### config.mk
export PLATFORM = sky130hd
export DESIGN_NAME = max_heap_priority_queue_core
export DESIGN_NICKNAME = d
export VERILOG_FILES = /design/src/hw/rtl/mhpq_pkg.sv /design/src/hw/rtl/max_heap_priority_queue_core.sv /design/src/hw/rtl/mhpq_ram.sv /design/src/hw/rtl/mhpq_datapath.sv /design/src/hw/rtl/mhpq_controller.sv
export SDC_FILE = /design/constraint.sdc
export NUM_CORES = 2
export LEC_CHECK = 0
export ABC_AREA = 1
export BUFFER_PORTS_ARGS = -buffer_cell sky130_fd_sc_hd__buf_2
export CORE_MARGIN = 3
export CORE_UTILIZATION = 25
export CTS_CLUSTER_DIAMETER = 120
export DETAILED_ROUTE_END_ITERATION = 7
export PLACE_DENSITY = 0.41
export SYNTH_ARGS = -nofsm -noshare
export SYNTH_HDL_FRONTEND = slang
export SYNTH_SLANG_ARGS = --single-unit
### constraint.sdc
create_clock -name clk -period 5.5 [get_ports clk]
set_input_delay 0.55 -clock clk [delete_from_list [all_inputs] [get_ports clk]]
set_output_delay 0.55 -clock clk [all_outputs]
set_load 0.1 [all_outputs]
### src/hw/rtl/mhpq_pkg.sv
// Package for the max-heap priority queue core.
// Holds shared widths, opcodes, status codes and the controller/datapath structs.
// No dependencies.
package mhpq_pkg;

  localparam int unsigned DefCapacity = 64;
  localparam int unsigned ValueW = 32;
  localparam int unsigned CountW = 7;

  localparam logic OP_INSERT = 1'b0;
  localparam logic OP_REMOVE = 1'b1;

  localparam logic [1:0] ST_OK         = 2'd0;
  localparam logic [1:0] ST_FULL       = 2'd1;
  localparam logic [1:0] ST_EMPTY      = 2'd2;

  localparam logic [ValueW-1:0] INT_MIN_BITS = 32'h8000_0000;

  // Datapath operation selected by the controller in each state.
  typedef enum logic [3:0] {
    DP_NOP,
    DP_START,      // latch input item, check bounds
    DP_UP_RD,      // read parent of pos
    DP_UP_CMP,     // move parent down into pos when the new value is larger
    DP_UP_WR,      // write new value at pos, count up
    DP_RM_ROOT,    // read root, count down
    DP_RM_LAST,    // capture root, read last entry
    DP_RM_LOAD,    // last entry becomes the value to sink
    DP_DN_RDL,     // read left child
    DP_DN_RDR,     // capture left child, read right child
    DP_DN_CMP,     // move the larger child up when it beats the value
    DP_DN_WR,      // write sinking value at pos
    DP_FINISH,     // read root for the result
    DP_RESULT      // capture result
  } dp_cmd_t;

  typedef struct packed {
    dp_cmd_t cmd;
  } ctl_cmd_t;

  typedef struct packed {
    logic is_remove;
    logic refused;
    logic at_root;    // pos is the root
    logic up_move;    // sift-up continues
    logic has_left;   // pos has a left child
    logic dn_move;    // sift-down continues
  } dp_status_t;

endpackage

### src/hw/rtl/max_heap_priority_queue_core.sv
// Binary max-heap priority queue of signed 32-bit values held in a single-port RAM.
// Input stream: in_tuser is the opcode (0 insert, 1 remove maximum), in_tdata the
// value to insert, ignored for a remove. Every input transfer yields exactly one
// output transfer with the removed value, the maximum afterwards (most negative
// value when empty), the count, an empty flag and a status code.
// One item is processed at a time; in_tready is high only while the block is idle.
// An insert reads the parent and moves it down at each level that the value rises;
// a remove reads both children and moves the larger one up at each level that the
// value sinks; a refused item goes straight to the result. The cost comes from the
// single RAM port: each level needs its own reads and a write. After each output
// transfer the block returns to idle before it takes the next input transfer.
// The result holds in out_tdata while out_tready is low, and no input is taken then.
// Reset empties the queue (count cleared) and returns to idle; RAM is not cleared.
// Insert into a full queue and remove from an empty one report a status code
// and leave the queue unchanged.
// Depends on mhpq_pkg, mhpq_controller and mhpq_datapath.
module max_heap_priority_queue_core #(
  parameter int unsigned CAPACITY = mhpq_pkg::DefCapacity
) (
  input  logic         clk,
  input  logic         rst_n,
  input  logic         in_tvalid,
  output logic         in_tready,
  input  logic [31:0]  in_tdata,   // [31:0] value
  input  logic         in_tuser,   // [0] opcode
  output logic         out_tvalid,
  input  logic         out_tready,
  output logic [79:0]  out_tdata   // [31:0] removed_value, [63:32] top_value,
                                   // [70:64] count, [71] is_empty, [73:72] status
);

  mhpq_pkg::ctl_cmd_t   ctl;
  mhpq_pkg::dp_status_t sts;
  logic [31:0] r_rem, r_top;
  logic [6:0]  r_cnt;
  logic        r_emp;
  logic [1:0]  r_st;

  mhpq_controller u_ctl (
    .clk(clk), .rst_n(rst_n), .in_tvalid(in_tvalid), .in_tready(in_tready),
    .out_tvalid(out_tvalid), .out_tready(out_tready), .sts(sts), .ctl(ctl)
  );

  mhpq_datapath #(.CAPACITY(CAPACITY)) u_dp (
    .clk(clk), .rst_n(rst_n), .ctl(ctl),
    .in_opcode(in_tuser), .in_value(in_tdata), .sts(sts),
    .res_removed(r_rem), .res_top(r_top), .res_count(r_cnt),
    .res_empty(r_emp), .res_status(r_st)
  );

  assign out_tdata = {6'd0, r_st, r_emp, r_cnt, r_top, r_rem};

endmodule

### src/hw/rtl/mhpq_ram.sv
// Generic single-port RAM with registered read.
// No dependencies.
module mhpq_ram #(
  parameter int unsigned WIDTH = 32,
  parameter int unsigned DEPTH = 64
) (
  input  logic                     clk,
  input  logic                     we,
  input  logic [$clog2(DEPTH)-1:0] addr,
  input  logic [WIDTH-1:0]         wdata,
  output logic [WIDTH-1:0]         rdata
);

  logic [WIDTH-1:0] mem [DEPTH];

  // Write and registered read share the address.
  always_ff @(posedge clk) begin
    if (we) begin
      mem[addr] <= wdata;
    end
    rdata <= mem[addr];
  end

endmodule

### src/hw/rtl/mhpq_datapath.sv
// Datapath for the max-heap queue: heap RAM, positions, count and result registers.
// Depends on mhpq_pkg and mhpq_ram.
module mhpq_datapath #(
  parameter int unsigned CAPACITY = mhpq_pkg::DefCapacity
) (
  input  logic                        clk,
  input  logic                        rst_n,
  input  mhpq_pkg::ctl_cmd_t          ctl,
  input  logic                        in_opcode,
  input  logic [mhpq_pkg::ValueW-1:0] in_value,
  output mhpq_pkg::dp_status_t        sts,
  output logic [mhpq_pkg::ValueW-1:0] res_removed,
  output logic [mhpq_pkg::ValueW-1:0] res_top,
  output logic [mhpq_pkg::CountW-1:0] res_count,
  output logic                        res_empty,
  output logic [1:0]                  res_status
);

  localparam int unsigned AW = (CAPACITY > 1) ? $clog2(CAPACITY) : 1;
  localparam int unsigned CW = $clog2(CAPACITY + 1);
  localparam int unsigned VW = mhpq_pkg::ValueW;

  logic [CW-1:0] count_r;
  logic          op_r;
  logic          refused_r;
  logic [1:0]    status_r;
  logic [VW-1:0] val_r;      // value being sifted
  logic [VW-1:0] left_r;     // left child value during sift-down
  logic [VW-1:0] removed_r;
  logic [AW-1:0] pos_r;      // hole position

  logic [VW-1:0]               res_removed_r, res_top_r;
  logic [mhpq_pkg::CountW-1:0] res_count_r;
  logic                        res_empty_r;
  logic [1:0]                  res_status_r;

  logic          we;
  logic [AW-1:0] addr;
  logic [VW-1:0] wdata, rdata;

  logic [CW:0]   left_w, right_w;
  logic [AW-1:0] parent_w;
  logic          has_left, has_right;
  logic          up_move, pick_right, pick_left;

  function automatic logic gt(input logic [VW-1:0] a, input logic [VW-1:0] b);
    gt = $signed(a) > $signed(b);
  endfunction

  mhpq_ram #(.WIDTH(VW), .DEPTH(CAPACITY)) u_ram (
    .clk(clk), .we(we), .addr(addr), .wdata(wdata), .rdata(rdata)
  );

  // Tree neighbors of the hole and the comparisons on the data just read.
  assign left_w     = (CW+1)'({pos_r, 1'b1});
  assign right_w    = left_w + (CW+1)'(1);
  assign parent_w   = (pos_r - AW'(1)) >> 1;
  assign has_left   = left_w < {1'b0, count_r};
  assign has_right  = right_w < {1'b0, count_r};
  assign up_move    = gt(val_r, rdata);
  assign pick_right = has_right && gt(rdata, left_r) && gt(rdata, val_r);
  assign pick_left  = !pick_right && gt(left_r, val_r);

  // RAM port steering per command.
  always_comb begin
    we = 1'b0;
    addr = pos_r;
    wdata = val_r;
    unique case (ctl.cmd)
      mhpq_pkg::DP_UP_RD:   addr = parent_w;
      mhpq_pkg::DP_UP_CMP: begin
        we = up_move; wdata = rdata;
      end
      mhpq_pkg::DP_UP_WR:   we = 1'b1;
      mhpq_pkg::DP_RM_ROOT: addr = '0;
      mhpq_pkg::DP_RM_LAST: addr = AW'(count_r);
      mhpq_pkg::DP_DN_RDL:  addr = AW'(left_w);
      mhpq_pkg::DP_DN_RDR:  addr = AW'(right_w);
      mhpq_pkg::DP_DN_CMP: begin
        we = pick_right | pick_left;
        wdata = pick_right ? rdata : left_r;
      end
      mhpq_pkg::DP_DN_WR:   we = 1'b1;
      mhpq_pkg::DP_FINISH:  addr = '0;
      default: ;
    endcase
  end

  // State updates per command.
  always_ff @(posedge clk) begin
    if (!rst_n) begin
      count_r <= '0;
      refused_r <= 1'b0;
      op_r <= 1'b0;
      status_r <= mhpq_pkg::ST_OK;
      removed_r <= '0;
      res_removed_r <= '0;
      res_top_r <= mhpq_pkg::INT_MIN_BITS;
      res_count_r <= '0;
      res_empty_r <= 1'b1;
      res_status_r <= mhpq_pkg::ST_OK;
    end else begin
      case (ctl.cmd)
        mhpq_pkg::DP_START: begin
          op_r <= in_opcode;
          val_r <= in_value;
          removed_r <= '0;
          pos_r <= AW'(count_r);
          if (in_opcode == mhpq_pkg::OP_INSERT) begin
            refused_r <= (count_r == CW'(CAPACITY));
            status_r <= (count_r == CW'(CAPACITY)) ? mhpq_pkg::ST_FULL : mhpq_pkg::ST_OK;
          end else begin
            refused_r <= (count_r == '0);
            status_r <= (count_r == '0) ? mhpq_pkg::ST_EMPTY : mhpq_pkg::ST_OK;
          end
        end
        mhpq_pkg::DP_UP_CMP: begin
          if (up_move) pos_r <= parent_w;
        end
        mhpq_pkg::DP_UP_WR: count_r <= count_r + CW'(1);
        mhpq_pkg::DP_RM_ROOT: count_r <= count_r - CW'(1);
        mhpq_pkg::DP_RM_LAST: begin
          removed_r <= rdata;  // root read issued in the previous cycle
          pos_r <= '0;
        end
        mhpq_pkg::DP_RM_LOAD: val_r <= rdata;
        mhpq_pkg::DP_DN_RDR: left_r <= rdata;
        mhpq_pkg::DP_DN_CMP: begin
          // rdata is the right child when present.
          if (pick_right) begin
            pos_r <= AW'(right_w);
          end else if (pick_left) begin
            pos_r <= AW'(left_w);
          end
        end
        mhpq_pkg::DP_RESULT: begin
          res_top_r <= (count_r == '0) ? mhpq_pkg::INT_MIN_BITS : rdata;
          res_count_r <= mhpq_pkg::CountW'(count_r);
          res_empty_r <= (count_r == '0);
          res_removed_r <= removed_r;
          res_status_r <= status_r;
        end
        default: ;
      endcase
    end
  end

  assign res_removed = res_removed_r;
  assign res_top     = res_top_r;
  assign res_count   = res_count_r;
  assign res_empty   = res_empty_r;
  assign res_status  = res_status_r;

  assign sts.is_remove = op_r;
  assign sts.refused   = refused_r;
  assign sts.at_root   = (pos_r == '0);
  assign sts.up_move   = up_move;
  assign sts.has_left  = has_left;
  assign sts.dn_move   = pick_right | pick_left;

endmodule

### src/hw/rtl/mhpq_controller.sv
// Controller state machine for the max-heap queue.
// Depends on mhpq_pkg; drives mhpq_datapath through a command struct.
module mhpq_controller (
  input  logic                 clk,
  input  logic                 rst_n,
  input  logic                 in_tvalid,
  output logic                 in_tready,
  output logic                 out_tvalid,
  input  logic                 out_tready,
  input  mhpq_pkg::dp_status_t sts,
  output mhpq_pkg::ctl_cmd_t   ctl
);

  typedef enum logic [3:0] {
    S_IDLE, S_CHECK, S_UP_RD, S_UP_CMP, S_UP_WR, S_RM_ROOT, S_RM_LAST, S_RM_LOAD,
    S_DN_RDL, S_DN_RDR, S_DN_CMP, S_DN_WR, S_FIN, S_RES, S_OUT
  } state_t;

  state_t state_r;

  // Command decode from state.
  always_comb begin
    ctl.cmd = mhpq_pkg::DP_NOP;
    unique case (state_r)
      S_IDLE:    ctl.cmd = (in_tvalid) ? mhpq_pkg::DP_START : mhpq_pkg::DP_NOP;
      S_UP_RD:   ctl.cmd = mhpq_pkg::DP_UP_RD;
      S_UP_CMP:  ctl.cmd = mhpq_pkg::DP_UP_CMP;
      S_UP_WR:   ctl.cmd = mhpq_pkg::DP_UP_WR;
      S_RM_ROOT: ctl.cmd = mhpq_pkg::DP_RM_ROOT;
      S_RM_LAST: ctl.cmd = mhpq_pkg::DP_RM_LAST;
      S_RM_LOAD: ctl.cmd = mhpq_pkg::DP_RM_LOAD;
      S_DN_RDL:  ctl.cmd = mhpq_pkg::DP_DN_RDL;
      S_DN_RDR:  ctl.cmd = mhpq_pkg::DP_DN_RDR;
      S_DN_CMP:  ctl.cmd = mhpq_pkg::DP_DN_CMP;
      S_DN_WR:   ctl.cmd = mhpq_pkg::DP_DN_WR;
      S_FIN:     ctl.cmd = mhpq_pkg::DP_FINISH;
      S_RES:     ctl.cmd = mhpq_pkg::DP_RESULT;
      default:   ctl.cmd = mhpq_pkg::DP_NOP;
    endcase
  end

  assign in_tready  = (state_r == S_IDLE);
  assign out_tvalid = (state_r == S_OUT);

  always_ff @(posedge clk) begin
    if (!rst_n) begin
      state_r <= S_IDLE;
    end else begin
      unique case (state_r)
        S_IDLE:    if (in_tvalid) state_r <= S_CHECK;
        S_CHECK:   state_r <= sts.refused ? S_FIN :
                              (sts.is_remove ? S_RM_ROOT : S_UP_RD);
        S_UP_RD:   state_r <= sts.at_root ? S_UP_WR : S_UP_CMP;
        S_UP_CMP:  state_r <= sts.up_move ? S_UP_RD : S_UP_WR;
        S_UP_WR:   state_r <= S_FIN;
        S_RM_ROOT: state_r <= S_RM_LAST;
        S_RM_LAST: state_r <= S_RM_LOAD;
        S_RM_LOAD: state_r <= S_DN_RDL;
        S_DN_RDL:  state_r <= sts.has_left ? S_DN_RDR : S_DN_WR;
        S_DN_RDR:  state_r <= S_DN_CMP;
        S_DN_CMP:  state_r <= sts.dn_move ? S_DN_RDL : S_DN_WR;
        S_DN_WR:   state_r <= S_FIN;
        S_FIN:     state_r <= S_RES;
        S_RES:     state_r <= S_OUT;
        S_OUT:     if (out_tready) state_r <= S_IDLE;
        default:   state_r <= S_IDLE;
      endcase
    end
  end

`ifndef SYNTH
  a_ready_out: assert property (@(posedge clk) disable iff (!rst_n)
    !(in_tready && out_tvalid)) else $error("ready while result pending");
  a_out_hold: assert property (@(posedge clk) disable iff (!rst_n)
    out_tvalid && !out_tready |=> out_tvalid) else $error("result dropped");
  a_accept_next: assert property (@(posedge clk) disable iff (!rst_n)
    in_tvalid && in_tready |=> state_r == S_CHECK) else $error("accept lost");
`endif

endmodule
# --- Word level (Yosys, flattened, before mapping) ---
# Memories as Yosys holds them, arrays and structs flattened. A register that Yosys moved wholly into a read port is not among the register bits.
# Index checks and enable logic that the tools add are counted.
totals:
  ff_bits: 191
  latch_bits: 0
  mem_bits_rw: 2048
  mem_bits_ro: 0
  input_bits: 37
  output_inout_bits: 82
  n_memories: 1
op_classes:
  add_sub_neg: 4
  mul: 0
  div_mod_pow: 0
  n_lt_le_gt_ge: 6
  eq_ne: 32
  shift: 0
  mux: 29
  bitwise_logic: 1
  n_reduce_logical: 18
memory_table:
  columns: ["name", "words", "width", "read_ports", "rd_clocked_by_memory_dff", "write_ports", "line_no", "source"]
  rows:
  - ["u_dp.u_ram.mem", 64, 32, 1, 1, 1, "mhpq_ram.sv:14", "logic [WIDTH-1:0] mem [DEPTH];"]
op_table:
  columns: ["operator", "n"]
  rows:
  - ["32-bit one-hot mux with 2 select lines", 3]
  - ["32-bit greater-than comparator", 4]
  - ["32-bit 2-to-1 mux", 2]
  - ["4-bit one-hot mux with 14 select lines", 1]
  - ["4-bit == test (second input constant)", 13]
  - ["4-bit one-hot mux with 13 select lines", 1]
  - ["4-bit by 3-bit == test with 1-bit output (second input constant)", 8]
  - ["6-bit one-hot mux with 5 select lines", 1]
  - ["6-bit one-hot mux with 4 select lines", 1]
  - ["6-bit 2-to-1 mux", 3]
  - ["4-bit by 2-bit == test with 1-bit output (second input constant)", 4]
  - ["7-bit one-hot mux with 2 select lines", 1]
  - ["4-bit 2-to-1 mux", 3]
  - ["3-bit 2-to-1 mux", 3]
  - ["7-bit by 1-bit adder with 8-bit output (second input constant)", 1]
  - ["4-bit by 1-bit == test with 1-bit output (second input constant)", 2]
  - ["8-bit by 7-bit < comparator with 1-bit output", 1]
  - ["2-bit 2-to-1 mux", 4]
  - ["7-bit by 1-bit adder with 7-bit output (second input constant)", 1]
  - ["7-bit == test (second input constant)", 1]
  - ["7-bit zero test", 1]
  - ["7-bit < comparator", 1]
  - ["7-bit by 1-bit subtractor with 7-bit output (second input constant)", 1]
  - ["6-bit zero test", 1]
  - ["15 further kinds", 28]

# --- Logic depth before layout (Yosys ltp) ---
logic_depth:
  word_depth: 10
  ltp_mapped: 22

# --- Hierarchy ---
# Synthesis repeated with hierarchy kept, for this count alone.
hier_totals:
  hier_cells: 10016
  hier_area_um2: 98259.2
modules_own_cells:
  columns: ["module", "n_inst", "cells_per_inst", "area_each_um2"]
  rows:
  - ["mhpq_ram", 1, 8440, 86503.0]
  - ["mhpq_datapath", 1, 1474, 11218.3]
  - ["mhpq_controller", 1, 94, 481.7]
  - ["max_heap_priority_queue_core", 1, 8, 56.3]

# --- Worst setup path before layout ---
# No wires, ideal clock.
synth_path:
  kind: "flip-flop to flip-flop"
  from: "reg u_ctl.state_r[1]"
  to: "reg u_dp.val_r[0], enable pin"
  arrival_time_ns: 4.195
  required_time_ns: 5.068
  path_slack_ns: 0.874
  stages_incl_launch_ff: 9
  path_cell_list: "dfxtp_1 buf_4 nor2_1 inv_1 nor2_1 nand2_1 clkbuf_1 buf_1 a21oi_1"
synth_between:
  elab_chain_cells: 5
  word_cells_on_any_way: 18
synth_rtl:
  columns: ["element", "line_no", "source"]
  rows:
  - ["from (decl)", "mhpq_controller.sv:19", "state_t state_r;"]
  - ["from (signal assigned)", "mhpq_controller.sv:51", "S_CHECK: state_r <= sts.refused ? S_FIN :"]
  - ["from (signal assigned)", "mhpq_controller.sv:53", "S_UP_RD: state_r <= sts.at_root ? S_UP_WR : S_UP_CMP;"]
  - ["from (signal assigned)", "mhpq_controller.sv:54", "S_UP_CMP: state_r <= sts.up_move ? S_UP_RD : S_UP_WR;"]
  - ["4-bit zero test (*)", null, null]
  - ["via in_tready", "max_heap_priority_queue_core.sv:23", "output logic in_tready,"]
  - ["4-bit one-hot mux with 13 select lines (*)", "mhpq_controller.sv:24", "unique case (state_r)"]
  - ["4-bit by 3-bit == test with 1-bit output or 4-bit by 1-bit == test with 1-bit output (tied branches)", "mhpq_datapath.sv:103", "case (ctl.cmd)"]
  - ["2-bit nonzero test (no source line) (*)", null, null]
  - ["2-bit AND reduction (no source line) (*)", null, null]
  - ["to (signal assigned)", "mhpq_datapath.sv:106", "val_r <= in_value;"]
  - ["to (signal assigned)", "mhpq_datapath.sv:126", "mhpq_pkg::DP_RM_LOAD: val_r <= rdata;"]
  - ["to (decl)", "mhpq_datapath.sv:27", "logic [VW-1:0] val_r;"]
# The timed path passes the listed nets; every way through them passes the cells marked *.
# A chain may end at the register's enable or synchronous reset.

# --- Worst setup path in the final report ---
layout_path:
  from: "reg u_dp.u_ram.rdata[5], read port of u_dp.u_ram.mem"
  to: "mem u_dp.u_ram.mem[1][15], enable pin"
layout_between:
  elab_chain_cells: 9
  word_cells_on_any_way: 11
layout_rtl:
  columns: ["element", "line_no", "source"]
  rows:
  - ["from (decl)", "mhpq_ram.sv:11", "output logic [WIDTH-1:0] rdata"]
  - ["32-bit greater-than comparator", "mhpq_datapath.sv:47", "gt = $signed(a) > $signed(b);"]
  - ["1-bit logical AND (2 in a row)", "mhpq_datapath.sv:61", "assign pick_right = has_right && gt(rdata, left_r) && gt(rdata, val_r);"]
  - ["1-bit zero test", "mhpq_datapath.sv:62", "assign pick_left = !pick_right && gt(left_r, val_r);"]
  - ["1-bit logical AND", "mhpq_datapath.sv:62", null]
  - ["1-bit bitwise OR", "mhpq_datapath.sv:80", "we = pick_right | pick_left;"]
  - ["1-bit one-hot mux with 3 select lines (*)", "mhpq_datapath.sv:69", "unique case (ctl.cmd)"]
  - ["1-bit 2-to-1 mux (*)", "mhpq_ram.sv:18", "if (we) begin"]
  - ["1-bit 2-to-1 mux (not written as such) (*)", "mhpq_ram.sv:19", "mem[addr] <= wdata;"]
  - ["to (decl)", "mhpq_ram.sv:14", null]
# Every way passes the cells marked *; elsewhere a longest branch is shown, timed or not.

==> results.yml <==
timing:
  fin_setup_tns_ns: 0
  period_minus_slack_ns: 4.90
  worst_slew_pin_slew_ns: 1.16
  final_hold_viol_count: 0
  holdWs_ns: 0.0829
  drv_slew: 0
  fin_crit_sh: 0.892
  slew_headroom: 0.222
  rsz0062_at_grt: "no"
  fin_worst_skew_ns: 0.0513
  setup-violations-final: 0
  max_freq_ghz: 0.204
die:
  num_rows: 231
  die_w_um: 637
  die_height_um: 637
  start_util: 0.251
  die-area_um2: 406000
  core_um2: 396000
  pin_count: 119
clocking:
  cts_setup_buffers: 0
  cts_root_buf: "clkbuf_16"
  cts_tree: "built"
  clock_latency_ns: 0.90
  clock_sinks: 2271
  clockBufferDepth: 4
  path_clk_slew_ns: 0.06
  h-tree-depth: 5
  cts_made_buffers: 270
min_path:
  min_from: "in_tdata[31]"
  worstHoldPathCells: 3
  worstHoldPathType: "input port to flip-flop"
  holdPathEnd: "u_dp.val_r[31]$_DFFE_PP_"
placed_design:
  dpl.hpwl_um: 197000
  io_buffers: 112
  place_congestion: 0.849
  dp.cells: 15100
flow_run:
  maxCapViolCount: 0
yosys:
  synth-main-ff-cell: "edfxtp_1"
  avgSynthCellArea_um2: 9.86
  syn_area_um2: 99600
  ys_seq_elements: 2271
  synth_cell_types: 44
  ys_warn_count: 0
  synth-edff-count: 2118
  yosysSeqAreaShare: 0.669
  syn_inst: 10100
  ys_async_sr_fraction: 0
drt:
  wl_per_cell_um: 21.9
  drtIter0Drc: 6207
  vias_per_cell: 4.58
  wl_um: 343000
  vias: 71600
  route.detailed.drc: 0
  postRouteAntennaNets: 0
  dr.pass1.iters: 6
worst_setup_path:
  regToRegEndpoint: "u_dp.u_ram.mem[1][15]$_DFFE_PP_"
  worstPathArrival_ns: 5.41
  worstReg2RegStart: "u_dp.u_ram.rdata[5]$_DFF_P_"
  path_max_fanout: 32
  ff2ff_setup_slack_ns: 0.60
  critical_path_class: "flip-flop to flip-flop"
  critPathLaunchType: "flip-flop"
  reg2reg_depth: 21
  worstPathRequired_ns: 6.00
  cp-startpoint: "u_dp.u_ram.rdata[5]$_DFF_P_"
  end_kind: "flip-flop"
global_routing:
  grt_max_degree: 149
  antenna_found_initial: 19
  grt_remaining_overflow: 0
  grt_pass1_vias: 69300
  grt_usage: 0.163
  grt_pass1_wl_um: 497000
power:
  peakVddDrop_v: 0.000658
  power.leakage_uw: 0.0473
  powerDensity_nw_per_um2: 656
layout:
  nFillCells: 41000
  mostFrequentLayoutCells: "5,182 x nand2_1, 2,118 x edfxtp_1, 1,083 x nand3_1"
  final_cells: 15600
  drive_gt1_frac: 0.0837
  final_common_cell: "nand2_1"
  area.growth.synth_to_final_pct: 17.0
  nets: 10300
outcome:
  status: "completed"
[metal layers]
layer	up-vias	GRT usage	routed length, µm
met4	0	0.0403	8560
met5	-	0	0
li1	33700	-	-
met2	1872	0.258	154000
met3	422	0.0209	17200
met1	35600	0.236	163000
[final cells by class]
cell class              instances  area [µm²]  area share
repair buffers                394        3680      0.0315
multi-input cells            7042       30500       0.262
clock inverters               116         923     0.00792
diodes                         10        25.0    0.000215
clock buffers                 357        7440      0.0638
well taps                    5242        6560      0.0563
inverters                     195         747     0.00641
flip-flops and latches       2271       66700       0.572
[sequential cells by signal, summed over array words and instances, names as in the netlist, 32 cells and up]
register / flops
u_dp.left_r: 32
u_dp.removed_r: 32
u_dp.res_removed: 32
u_dp.res_top: 32
u_dp.u_ram.mem: 2048
u_dp.u_ram.rdata: 32
u_dp.val_r: 32
[cells in the mapped netlist (34+ instances only)]
cell type | instances | share of area
ha_1 | 115 | 0.014
nand3_1 | 1115 | 0.056
buf_1 | 45 | 0.0017
inv_1 | 172 | 0.0065
edfxtp_1 | 2118 | 0.64
nand2_1 | 5183 | 0.20
dfxtp_1 | 153 | 0.031
a21oi_1 | 110 | 0.0055
a211oi_1 | 34 | 0.0026
clkbuf_1 | 236 | 0.0089
buf_2 | 304 | 0.015
nor2_1 | 297 | 0.011
o21ai_0 | 100 | 0.0050
[power breakdown]
group	switching (µW)	total [µW]	leakage, µW	internal, µW
Combinational	28700	38100	0.0229	9350
Sequential	464	21200	0.0203	20700
Clock	7280	17300	0.00408	9990
[worst max-delay path by stage]
| stage | to | slack [ns] | cells past startpoint |
|---|---|---|---|
| global placement | u_dp.u_ram.mem[1][5]$_DFFE_PP_ | 0.53 | 21 |
| detailed placement | u_dp.u_ram.mem[15][7]$_DFFE_PP_ | 0.64 | 21 |
| finish | u_dp.u_ram.mem[1][15]$_DFFE_PP_ | 0.60 | 21 |
| floorplan | u_dp.val_r[0]$_DFFE_PP_ | 0.87 | 8 |
| CTS | u_dp.u_ram.mem[2][11]$_DFFE_PP_ | 0.62 | 21 |
| global route | u_dp.u_ram.mem[1][5]$_DFFE_PP_ | 0.45 | 21 |
[repair_timing]
| item | 4_1_cts | 5_1_grt |
|---|---|---|
| resized for setup | 0 | 0 |
| hold endpoints to repair | 26 | 0 |
| hold buffers | 24 | 0 |
[through the flow]
stage	setup WS (ns)	util	area, µm²	power (µW)
after global routing	0.447	0.294	117000	81800
after CTS	0.620	0.294	117000	77500
final	0.596	0.294	117000	76500
after global placement	0.526	0.272	108000	60100
after floorplan	0.874	-	99700	44500
after detailed placement	0.642	0.272	108000	60000
[cell families after synthesis]
family                   after synthesis  synth area share
AND/OR/NAND/NOR                     6639             0.266
flip-flops                          2271             0.669
buffers and inverters                798            0.0346
AO/OA/AOI/OAI                        269            0.0150
adder cells (fa/ha/maj)              116            0.0146
XOR/XNOR                              12           0.00105
other                                  1         0.0000376
[worst max-delay path: stages, from the launching register on]
cell and delay (ns):
dfxtp_1 0.73, inv_1 0.27, ha_1 0.37, nand2_1 0.05
nor2_1 0.32, nand2_1 0.11, nand2_1 0.07, nand2_1 0.04
nand2_1 0.14, nand2_1 0.11, nand2_1 0.09, nand2_1 0.09
nand2_1 0.10, nand2_1 0.13, nand2_1 0.11, nand2_1 0.06
nand2_1 0.28, buf_4 0.25, nand2_1 0.26, buf_4 0.30
nor2_4 0.09, buf_4 0.50
Note: power is estimated with default switching activity, not from simulation.
